$ cat src/rtl/mpq_pkg.sv
// Shared types and constants for the multi-policy ready queue.
// No dependencies; compiled first.
package mpq_pkg;

    localparam int ID_W     = 8;
    localparam int KEY_W    = 32;
    localparam int MODE_W   = 2;
    localparam int POLICY_W = 3;
    localparam int PRIO_W   = 8;
    localparam int BURST_W  = 16;
    localparam int REMAIN_W = 16;
    localparam int DUE_W    = 32;

    // APB register map
    localparam int APB_ADDR_W  = 3;
    localparam int APB_DATA_W  = 32;
    localparam int REG_IDX_BIT = 2;

    typedef enum logic [REG_IDX_BIT-1:0] {
        REG_POLICY = 2'd0
    } reg_index_t;

    typedef enum logic [MODE_W-1:0] {
        MODE_INSERT = 2'd0,
        MODE_REMOVE = 2'd1,
        MODE_PEEK   = 2'd2
    } mode_t;

    typedef enum logic [POLICY_W-1:0] {
        POL_FCFS     = 3'd0,
        POL_RR       = 3'd1,
        POL_PRIORITY = 3'd2,
        POL_SJF      = 3'd3,
        POL_SRTN     = 3'd4,
        POL_EDF      = 3'd5
    } policy_t;

    // Per-cell control for one update step
    typedef struct packed {
        logic do_ins;   // insert that fits
        logic do_rem;   // remove request
        logic sorted;   // keyed policy in force
        logic ins_any;  // some occupied cell holds a larger key
        logic occ;      // this cell holds an entry
        logic tail;     // this cell is the first free slot
    } cell_ctl_t;

endpackage

$ cat src/rtl/mpq_cmd_if.sv
// Command channel: valid/ready handshake with the queue request payload.
// Depends on mpq_pkg.
interface mpq_cmd_if;
    logic                          valid;
    logic                          ready;
    logic [mpq_pkg::MODE_W-1:0]    mode;
    logic [mpq_pkg::ID_W-1:0]      ship_id;
    logic [mpq_pkg::PRIO_W-1:0]    prio_value;
    logic [mpq_pkg::BURST_W-1:0]   burst_len;
    logic [mpq_pkg::REMAIN_W-1:0]  remaining_len;
    logic [mpq_pkg::DUE_W-1:0]     due_time;

    modport source (
        output valid, mode, ship_id, prio_value, burst_len, remaining_len, due_time,
        input  ready
    );
    modport sink (
        input  valid, mode, ship_id, prio_value, burst_len, remaining_len, due_time,
        output ready
    );
endinterface

$ cat src/rtl/mpq_rsp_if.sv
// Response channel: valid/ready handshake with the queue status payload.
// Depends on mpq_pkg; CNT_W follows the queue depth.
interface mpq_rsp_if #(
    parameter int CNT_W = 5
);
    logic                      valid;
    logic                      ready;
    logic                      ok;
    logic                      head_valid;
    logic [mpq_pkg::ID_W-1:0]  head_id;
    logic [CNT_W-1:0]          count;

    modport source (
        output valid, ok, head_valid, head_id, count,
        input  ready
    );
    modport sink (
        input  valid, ok, head_valid, head_id, count,
        output ready
    );
endinterface

$ cat src/rtl/mpq_cell.sv
// One slot of the sorted shift-register queue: holds an id and a key,
// compares against the incoming item and takes data from a neighbor. Depends on mpq_pkg.
module mpq_cell (
    input  logic                        clk,
    input  mpq_pkg::cell_ctl_t          ctl,
    input  logic [mpq_pkg::ID_W-1:0]    new_id,
    input  logic [mpq_pkg::KEY_W-1:0]   new_key,
    input  logic [mpq_pkg::ID_W-1:0]    left_id,
    input  logic [mpq_pkg::KEY_W-1:0]   left_key,
    input  logic [mpq_pkg::ID_W-1:0]    right_id,
    input  logic [mpq_pkg::KEY_W-1:0]   right_key,
    input  logic                        ins_seen_in,
    input  logic                        rem_seen_in,
    output logic                        ins_seen_out,
    output logic                        rem_seen_out,
    output logic [mpq_pkg::ID_W-1:0]    id_q,
    output logic [mpq_pkg::KEY_W-1:0]   key_q,
    output logic [mpq_pkg::ID_W-1:0]    id_next_q
);

    logic [mpq_pkg::ID_W-1:0]  id_reg;
    logic [mpq_pkg::ID_W-1:0]  id_next;
    logic [mpq_pkg::KEY_W-1:0] key_reg;
    logic [mpq_pkg::KEY_W-1:0] key_next;
    logic                      ins_hit;
    logic                      rem_hit;
    logic                      load_new;

    // Compare the incoming item against the stored entry
    assign ins_hit = ctl.occ & ctl.sorted & (new_key < key_reg);
    assign rem_hit = ctl.occ & (new_id == id_reg);

    // Pass the first-hit marks down the chain
    assign ins_seen_out = ins_seen_in | ins_hit;
    assign rem_seen_out = rem_seen_in | rem_hit;

    // Load here at the first larger key, or at the tail when none is larger
    assign load_new = (ins_hit & ~ins_seen_in) | (~ctl.ins_any & ctl.tail);

    // Select new contents: load, shift toward tail, shift toward head, or hold
    always_comb
    begin
        id_next  = id_reg;
        key_next = key_reg;
        if (ctl.do_ins)
        begin
            if (load_new)
            begin
                id_next  = new_id;
                key_next = new_key;
            end
            else if (ins_seen_in)
            begin
                id_next  = left_id;
                key_next = left_key;
            end
        end
        else if (ctl.do_rem)
        begin
            if (rem_seen_in | rem_hit)
            begin
                id_next  = right_id;
                key_next = right_key;
            end
        end
    end

    always_ff @(posedge clk)
    begin
        id_reg  <= id_next;
        key_reg <= key_next;
    end

    assign id_q      = id_reg;
    assign key_q     = key_reg;
    assign id_next_q = id_next;

endmodule

$ cat src/rtl/multi_policy_ready_queue_unit.sv
// Top level of the multi-policy ready queue: policy register, chain of slot cells,
// entry count and response register. Depends on mpq_pkg, mpq_cmd_if, mpq_rsp_if, mpq_cell.

// The queue keeps up to QUEUE_DEPTH entries in a row of slot cells, head in cell 0,
// and completes one insert, remove or peek per clock: the command is applied to
// every cell in the cycle it transfers, and its status (ok, head, count after the
// step) appears in a response register on the next cycle. A new command is taken
// whenever that register is empty or being drained, so the sustained rate is one
// command per cycle; the path that sets the clock is the key compare in each cell
// plus the first-match chain that runs through all cells. FCFS and RR append at the
// tail; priority, SJF, SRTN and EDF insert ahead of the first entry with a strictly
// larger key. Write the policy register (APB address 0) only while the queue is
// empty; entries already stored keep their keys and are not re-sorted.
module multi_policy_ready_queue_unit #(
    parameter int QUEUE_DEPTH = 16
) (
    input  logic                              clk,
    input  logic                              rst_n,
    input  logic                              psel,
    input  logic                              penable,
    input  logic                              pwrite,
    input  logic [mpq_pkg::APB_ADDR_W-1:0]    paddr,
    input  logic [mpq_pkg::APB_DATA_W-1:0]    pwdata,
    output logic [mpq_pkg::APB_DATA_W-1:0]    prdata,
    output logic                              pready,
    mpq_cmd_if.sink                           cmd,
    mpq_rsp_if.source                         rsp
);

    localparam int CNT_W = $clog2(QUEUE_DEPTH + 1);

    logic [mpq_pkg::POLICY_W-1:0] policy_reg;
    logic [CNT_W-1:0]             count_reg;
    logic [CNT_W-1:0]             count_next;
    logic                         rsp_valid_reg;
    logic                         ok_reg;
    logic                         ok_next;
    logic                         head_valid_reg;
    logic [mpq_pkg::ID_W-1:0]     head_id_reg;
    logic [mpq_pkg::ID_W-1:0]     head_id_next;
    logic [CNT_W-1:0]             rsp_count_reg;

    logic                         reg_sel;
    logic                         xfer;
    logic                         sorted;
    logic                         full;
    logic                         do_ins;
    logic                         do_rem;
    logic [mpq_pkg::KEY_W-1:0]    new_key;
    logic                         ins_any;
    logic                         rem_any;

    logic [mpq_pkg::ID_W-1:0]     cell_id  [QUEUE_DEPTH];
    logic [mpq_pkg::KEY_W-1:0]    cell_key [QUEUE_DEPTH];
    logic [QUEUE_DEPTH:0]         ins_seen;
    logic [QUEUE_DEPTH:0]         rem_seen;
    mpq_pkg::cell_ctl_t           cell_ctl [QUEUE_DEPTH];

    // APB register access
    assign pready  = 1'b1;
    assign reg_sel = (paddr[mpq_pkg::APB_ADDR_W-1:mpq_pkg::REG_IDX_BIT]
                      == 1'(mpq_pkg::REG_POLICY));

    always_ff @(posedge clk or negedge rst_n)
    begin
        if (!rst_n)
            policy_reg <= mpq_pkg::POL_FCFS;
        else if (psel && penable && pwrite && pready && reg_sel)
            policy_reg <= pwdata[mpq_pkg::POLICY_W-1:0];
    end

    assign prdata = reg_sel ? mpq_pkg::APB_DATA_W'(policy_reg) : '0;

    // Command decode and key selection
    assign cmd.ready = ~rsp_valid_reg | rsp.ready;
    assign xfer      = cmd.valid & cmd.ready;
    assign full      = (count_reg == CNT_W'(QUEUE_DEPTH));
    assign do_ins    = xfer & (cmd.mode == mpq_pkg::MODE_INSERT) & ~full;
    assign do_rem    = xfer & (cmd.mode == mpq_pkg::MODE_REMOVE);

    always_comb
    begin
        sorted  = 1'b1;
        new_key = '0;
        case (policy_reg)
            mpq_pkg::POL_PRIORITY: new_key = mpq_pkg::KEY_W'(cmd.prio_value);
            mpq_pkg::POL_SJF:      new_key = mpq_pkg::KEY_W'(cmd.burst_len);
            mpq_pkg::POL_SRTN:     new_key = mpq_pkg::KEY_W'(cmd.remaining_len);
            mpq_pkg::POL_EDF:      new_key = mpq_pkg::KEY_W'(cmd.due_time);
            default:               sorted  = 1'b0;
        endcase
    end

    assign ins_seen[0] = 1'b0;
    assign rem_seen[0] = 1'b0;
    assign ins_any     = ins_seen[QUEUE_DEPTH];
    assign rem_any     = rem_seen[QUEUE_DEPTH];

    // Chain of slot cells
    for (genvar i = 0; i < QUEUE_DEPTH; i++)
    begin : g_cell
        localparam int LEFT  = (i == 0) ? 0 : i - 1;
        localparam int RIGHT = (i == QUEUE_DEPTH - 1) ? i : i + 1;

        always_comb
        begin
            cell_ctl[i].do_ins  = do_ins;
            cell_ctl[i].do_rem  = do_rem;
            cell_ctl[i].sorted  = sorted;
            cell_ctl[i].ins_any = ins_any;
            cell_ctl[i].occ     = (CNT_W'(i) < count_reg);
            cell_ctl[i].tail    = (CNT_W'(i) == count_reg);
        end

        if (i == 0)
        begin : g_head
            mpq_cell u_cell (
                .clk          (clk),
                .ctl          (cell_ctl[i]),
                .new_id       (cmd.ship_id),
                .new_key      (new_key),
                .left_id      (cell_id[LEFT]),
                .left_key     (cell_key[LEFT]),
                .right_id     (cell_id[RIGHT]),
                .right_key    (cell_key[RIGHT]),
                .ins_seen_in  (ins_seen[i]),
                .rem_seen_in  (rem_seen[i]),
                .ins_seen_out (ins_seen[i+1]),
                .rem_seen_out (rem_seen[i+1]),
                .id_q         (cell_id[i]),
                .key_q        (cell_key[i]),
                .id_next_q    (head_id_next)
            );
        end
        else
        begin : g_body
            mpq_cell u_cell (
                .clk          (clk),
                .ctl          (cell_ctl[i]),
                .new_id       (cmd.ship_id),
                .new_key      (new_key),
                .left_id      (cell_id[LEFT]),
                .left_key     (cell_key[LEFT]),
                .right_id     (cell_id[RIGHT]),
                .right_key    (cell_key[RIGHT]),
                .ins_seen_in  (ins_seen[i]),
                .rem_seen_in  (rem_seen[i]),
                .ins_seen_out (ins_seen[i+1]),
                .rem_seen_out (rem_seen[i+1]),
                .id_q         (cell_id[i]),
                .key_q        (cell_key[i]),
                .id_next_q    ()
            );
        end
    end

    // Step status and next count
    always_comb
    begin
        count_next = count_reg;
        ok_next    = 1'b0;
        case (cmd.mode)
            mpq_pkg::MODE_INSERT:
            begin
                ok_next = ~full;
                if (~full)
                    count_next = count_reg + CNT_W'(1);
            end
            mpq_pkg::MODE_REMOVE:
            begin
                ok_next = rem_any;
                if (rem_any)
                    count_next = count_reg - CNT_W'(1);
            end
            mpq_pkg::MODE_PEEK:
                ok_next = (count_reg != '0);
            default:
                ok_next = 1'b0;
        endcase
    end

    // Advance the entry count on each transfer
    always_ff @(posedge clk or negedge rst_n)
    begin
        if (!rst_n)
            count_reg <= '0;
        else if (xfer)
            count_reg <= count_next;
    end

    // Hold the response until it is taken
    always_ff @(posedge clk or negedge rst_n)
    begin
        if (!rst_n)
            rsp_valid_reg <= 1'b0;
        else if (xfer)
            rsp_valid_reg <= 1'b1;
        else if (rsp.ready)
            rsp_valid_reg <= 1'b0;
    end

    always_ff @(posedge clk)
    begin
        if (xfer)
        begin
            ok_reg         <= ok_next;
            head_valid_reg <= (count_next != '0);
            head_id_reg    <= (count_next != '0) ? head_id_next : '0;
            rsp_count_reg  <= count_next;
        end
    end

    assign rsp.valid      = rsp_valid_reg;
    assign rsp.ok         = ok_reg;
    assign rsp.head_valid = head_valid_reg;
    assign rsp.head_id    = head_id_reg;
    assign rsp.count      = rsp_count_reg;

endmodule
$ cat src/flat_wrapper.sv
// flat-port wrapper written by rule: the top's interface ports become plain ports
module multi_policy_ready_queue_unit_flat 
#(
    parameter int QUEUE_DEPTH = 16
)
  (clk, rst_n, psel, penable, pwrite, paddr, pwdata, prdata, pready, cmd_valid, cmd_mode, cmd_ship_id, cmd_prio_value, cmd_burst_len, cmd_remaining_len, cmd_due_time, cmd_ready, rsp_valid, rsp_ok, rsp_head_valid, rsp_head_id, rsp_count, rsp_ready);
  mpq_cmd_if cmd_i ();
  mpq_rsp_if rsp_i ();
  input  logic clk;
  input  logic rst_n;
  input  logic psel;
  input  logic penable;
  input  logic pwrite;
  input  logic [mpq_pkg::APB_ADDR_W-1:0] paddr;
  input  logic [mpq_pkg::APB_DATA_W-1:0] pwdata;
  output logic [mpq_pkg::APB_DATA_W-1:0] prdata;
  output logic pready;
  input wire logic [$bits(cmd_i.valid)-1:0] cmd_valid;
  input wire logic [$bits(cmd_i.mode)-1:0] cmd_mode;
  input wire logic [$bits(cmd_i.ship_id)-1:0] cmd_ship_id;
  input wire logic [$bits(cmd_i.prio_value)-1:0] cmd_prio_value;
  input wire logic [$bits(cmd_i.burst_len)-1:0] cmd_burst_len;
  input wire logic [$bits(cmd_i.remaining_len)-1:0] cmd_remaining_len;
  input wire logic [$bits(cmd_i.due_time)-1:0] cmd_due_time;
  output wire logic [$bits(cmd_i.ready)-1:0] cmd_ready;
  output wire logic [$bits(rsp_i.valid)-1:0] rsp_valid;
  output wire logic [$bits(rsp_i.ok)-1:0] rsp_ok;
  output wire logic [$bits(rsp_i.head_valid)-1:0] rsp_head_valid;
  output wire logic [$bits(rsp_i.head_id)-1:0] rsp_head_id;
  output wire logic [$bits(rsp_i.count)-1:0] rsp_count;
  input wire logic [$bits(rsp_i.ready)-1:0] rsp_ready;
  assign cmd_i.valid = cmd_valid;
  assign cmd_i.mode = cmd_mode;
  assign cmd_i.ship_id = cmd_ship_id;
  assign cmd_i.prio_value = cmd_prio_value;
  assign cmd_i.burst_len = cmd_burst_len;
  assign cmd_i.remaining_len = cmd_remaining_len;
  assign cmd_i.due_time = cmd_due_time;
  assign cmd_ready = cmd_i.ready;
  assign rsp_valid = rsp_i.valid;
  assign rsp_ok = rsp_i.ok;
  assign rsp_head_valid = rsp_i.head_valid;
  assign rsp_head_id = rsp_i.head_id;
  assign rsp_count = rsp_i.count;
  assign rsp_i.ready = rsp_ready;
  multi_policy_ready_queue_unit #(.QUEUE_DEPTH(QUEUE_DEPTH)) u_core (.clk(clk), .rst_n(rst_n), .psel(psel), .penable(penable), .pwrite(pwrite), .paddr(paddr), .pwdata(pwdata), .prdata(prdata), .pready(pready), .cmd(cmd_i), .rsp(rsp_i));
endmodule
$ cat config.mk
export PLATFORM = sky130hd
export DESIGN_NAME = multi_policy_ready_queue_unit_flat
export DESIGN_NICKNAME = d
export VERILOG_FILES = /design/src/rtl/mpq_pkg.sv /design/src/rtl/mpq_cmd_if.sv /design/src/rtl/mpq_rsp_if.sv /design/src/rtl/mpq_cell.sv /design/src/rtl/multi_policy_ready_queue_unit.sv /design/src/flat_wrapper.sv
export SDC_FILE = /design/constraint.sdc
export NUM_CORES = 2
export LEC_CHECK = 0
export BUFFER_PORTS_ARGS = -buffer_cell sky130_fd_sc_hd__buf_2
export CAP_MARGIN = 20
export CORE_AREA = 2 2 331 333
export CTS_CLUSTER_DIAMETER = 100
export DETAILED_ROUTE_END_ITERATION = 8
export DIE_AREA = 0 0 333 335
export GPL_TIMING_DRIVEN = 0
export PLACE_DENSITY = 0.82
export SYNTH_ARGS = -nofsm -noshare
export SYNTH_HDL_FRONTEND = slang
export SYNTH_HIERARCHICAL = 1
export SYNTH_SLANG_ARGS = --single-unit
$ cat constraint.sdc
create_clock -name clk -period 12.94 [get_ports clk]
set_input_delay 0.647 -clock clk [delete_from_list [all_inputs] [get_ports clk]]
set_output_delay 0.647 -clock clk [all_outputs]
set_load 0.01 [all_outputs]
==> impl_results.md <==
- Sequential fraction of the synthesis area: 29.5%
- Leading cell type in the layout, fill and taps excluded: nand2_1
- Post-Route WL: 235000 um
- Final worst-path setup slack: 0.226 ns
- FF+latch count, synth: 664
- DIE AREA: 112000 sq um
- WP depth: 63
- Dpl ws: -5.63 ns
- Dpl cells: 8472
- Overflow after GRT: 0
- Worst Reg-to-Reg Cells: 63
- Fill cell count: 8434
- Crit-path max cell delay: 0.54 ns
- Total track usage: 40.0%
- Largest register FFs: 480
- Crit path launch type: flop
- Post-synth cell types: 69
- Largest cells by area after synthesis: edfxtp_1 (25%), ha_1 (9.9%), o211ai_2 (9.5%), a2bb2oi_1 (7.3%), o2111ai_1 (7.1%)
- Status: finished clean
- Crit path max fanout: 29
- Top Usage Layer GRT: met2
- Drt first pass iters: 8
- YS warnings: 6
- Residual DRC: 0
- Worst Skew: 0.0267 ns
- Vias in the first global route: 60800
- WP data required: 13.35 ns
- Footprint of the multi-input gates: 40200 sq um
- H-tree depth: 3
- Clock buffer count from CTS: 80
- Post-synth top area cell: edfxtp_1
- Post-synthesis cell area: 63100 sq um
- Slew HR: 27.2%
- Maximum Capacitance Violations: 0
- Top cell type's share of synthesized area: 25.1%
- Detailed-route via count: 63900
- Number of synthesized flops with an enable pin: 527
- WL/cell: 27.2 um
- Routing usage on met3: 10.1%
- Port bufs: 112
- Largest net degree at the start of global routing: 37
- Core area: 108000 sq um
- Initial Util: 58.4%
- Final hold vios: 0
- Placed Area: 67300 sq um
- DIE WIDTH: 333 um
- Vias per cell: 7.39
- First-pass GRT wire length: 351000 um
- Cell area after layout: 70900 sq um
- Critical Path Sink Type: flop
- Root Buffer: clkbuf_16
- Row count: 121
- Synth async-reset ratio: 1.36%
- Lkg Pwr: 26.0 nW
- Grt met1 use: 48.1%
- Crit-path most repeated cell: inv_1
- Post-synth top flop: edfxtp_1
- Antenna-violating nets left: 0
- Total power per unit cell area: 116 nW/um^2
- Most frequent cells in the layout: nand2_1 (802), inv_1 (568), edfxtp_1 (527), a2bb2oi_1 (512), o2111ai_1 (512)
- Area Growth Syn to Fin: 12.3%
- Sink Count: 664
- M2 GR Usage: 62.6%
- Slew of the pin with the lowest slew margin: 1.09 ns
- Clock latency on the worst-skew pair: 0.68 ns
- Initial antenna violation count: 9
- Type of the worst setup path: flop to flop
- Setup violators final: 0
- Fmax: 0.0787 GHz
- CP max-delay cell: a22o_4
- CP arrival: 13.12 ns
- Tmin final: 12.71 ns
- CTS tree: done
- Deepest clock path buffer count: 3
- Buf/Inv on CP: 36
- Hold Crit Class: primary input to flop
- Post-Synthesis Cells: 6852
- Clk slew on worst S/H paths: 0.06 ns
- Layout cells sized above 1: 18.8%
- RD Place Congestion: 0.990
- Max-slew violations: 0
- Mapped Avg Cell Area: 9.21 sq um
- Final HPWL DP: 173000 um
- CP top delay family: buffers and inverters
- Max IR drop VDD: 0.101 mV
- Initial DRC Count: 8415
- Non-Filler Instances: 8646
- IO Pins: 174
- Crit share post-route: 98.3%
- Hold path depth: 2
- Die height: 335 um
- Register area: 18600 sq um
- Nets: 7788
[path summary, 6_finish.rpt]
check                                     start                                       to  slack [ns]
max                        u_core/policy_reg[1]  u_core/g_cell[9].g_body.u_cell/key_q[8]        0.23
min                                   cmd_valid                         u_core/rsp.valid        0.19
max reg2reg                u_core/policy_reg[1]  u_core/g_cell[9].g_body.u_cell/key_q[8]        0.23
min reg2reg                    u_core/rsp.valid                         u_core/rsp.valid        0.54
max in group asynchronous                 rst_n                     u_core/policy_reg[0]       12.33
min in group asynchronous                 rst_n                     u_core/policy_reg[1]        0.40
[synth_stat cells (97+ instances only)]
| cell | instances |
|---|---|
| a21o_1 | 144 |
| a21oi_1 | 168 |
| a2bb2oi_1 | 528 |
| clkbuf_1 | 447 |
| dfxtp_1 | 128 |
| edfxtp_1 | 527 |
| ha_1 | 501 |
| inv_1 | 568 |
| mux2_2 | 134 |
| nand2_1 | 802 |
| nand3_1 | 433 |
| nand4_1 | 97 |
| o2111ai_1 | 512 |
| o211ai_1 | 176 |
| o211ai_2 | 480 |
| o21ai_0 | 181 |
| o31a_1 | 128 |
| xor2_1 | 112 |
[power breakdown]
part	internal (W)	leakage (nW)	switching [W]
logic	0.00114	18.6	0.00180
clock network	0.00142	1.33	0.00100
registers	0.00256	6.00	0.000327
total	0.00511	26.0	0.00313
[layer usage]
layer / vias to the layer above / share of wire [%]
met5: - / 0.028
met4: 10 / 8.6
met3: 1548 / 12
met2: 4639 / 44
met1: 30300 / 36
li1: 27400 / -
[stage by stage]
stage,setup TNS (ns),total power [W],util (%),hold WS [ns]
final,0,0.00825,65.6,0.187
after global routing,-5.62,0.00850,65.6,0.179
after CTS,0,0.00805,65.2,0.170
after detailed placement,-6244.16,0.00559,62.3,0.518
after global placement,-6517.83,0.00536,60.8,0.509
after floorplan,0,0.00459,-,0.351
[cell type report]
class                           count  area share [%]
Inverter                          584            3.09
Timing Repair Buffer              214            3.09
Multi-Input combinational cell   4977            56.6
Clock buffer                      112            3.29
Buffer                            642            4.56
Tap cell                         1414            2.50
Clock inverter                     37           0.560
Antenna cell                        2         0.00706
Sequential cell                   664            26.3
[logic make-up (layout without fill, tap and decap cells)]
logic type / count (synthesis) / after routing / synth area share (%)
other cells: 2 / 34 / 0.0119
mux: 150 / 150 / 2.64
xor+xnor: 130 / 130 / 1.80
flops: 664 / 664 / 29.5
compound gates: 2599 / 2601 / 36.2
simple gates: 1563 / 1563 / 11.5
fa+ha+maj: 501 / 501 / 9.93
buf+inv: 1243 / 1589 / 8.50
[repair_timing]
action,4_1_cts,5_1_grt
resized for setup,114,79
gates cloned,2,0
pin swaps,11,4
setup buffers,17,20
endpoints found under the setup margin,1172,1171
hold endpoints to repair,9,0
hold buffers,1,0
(Power assumes the default switching activity.)
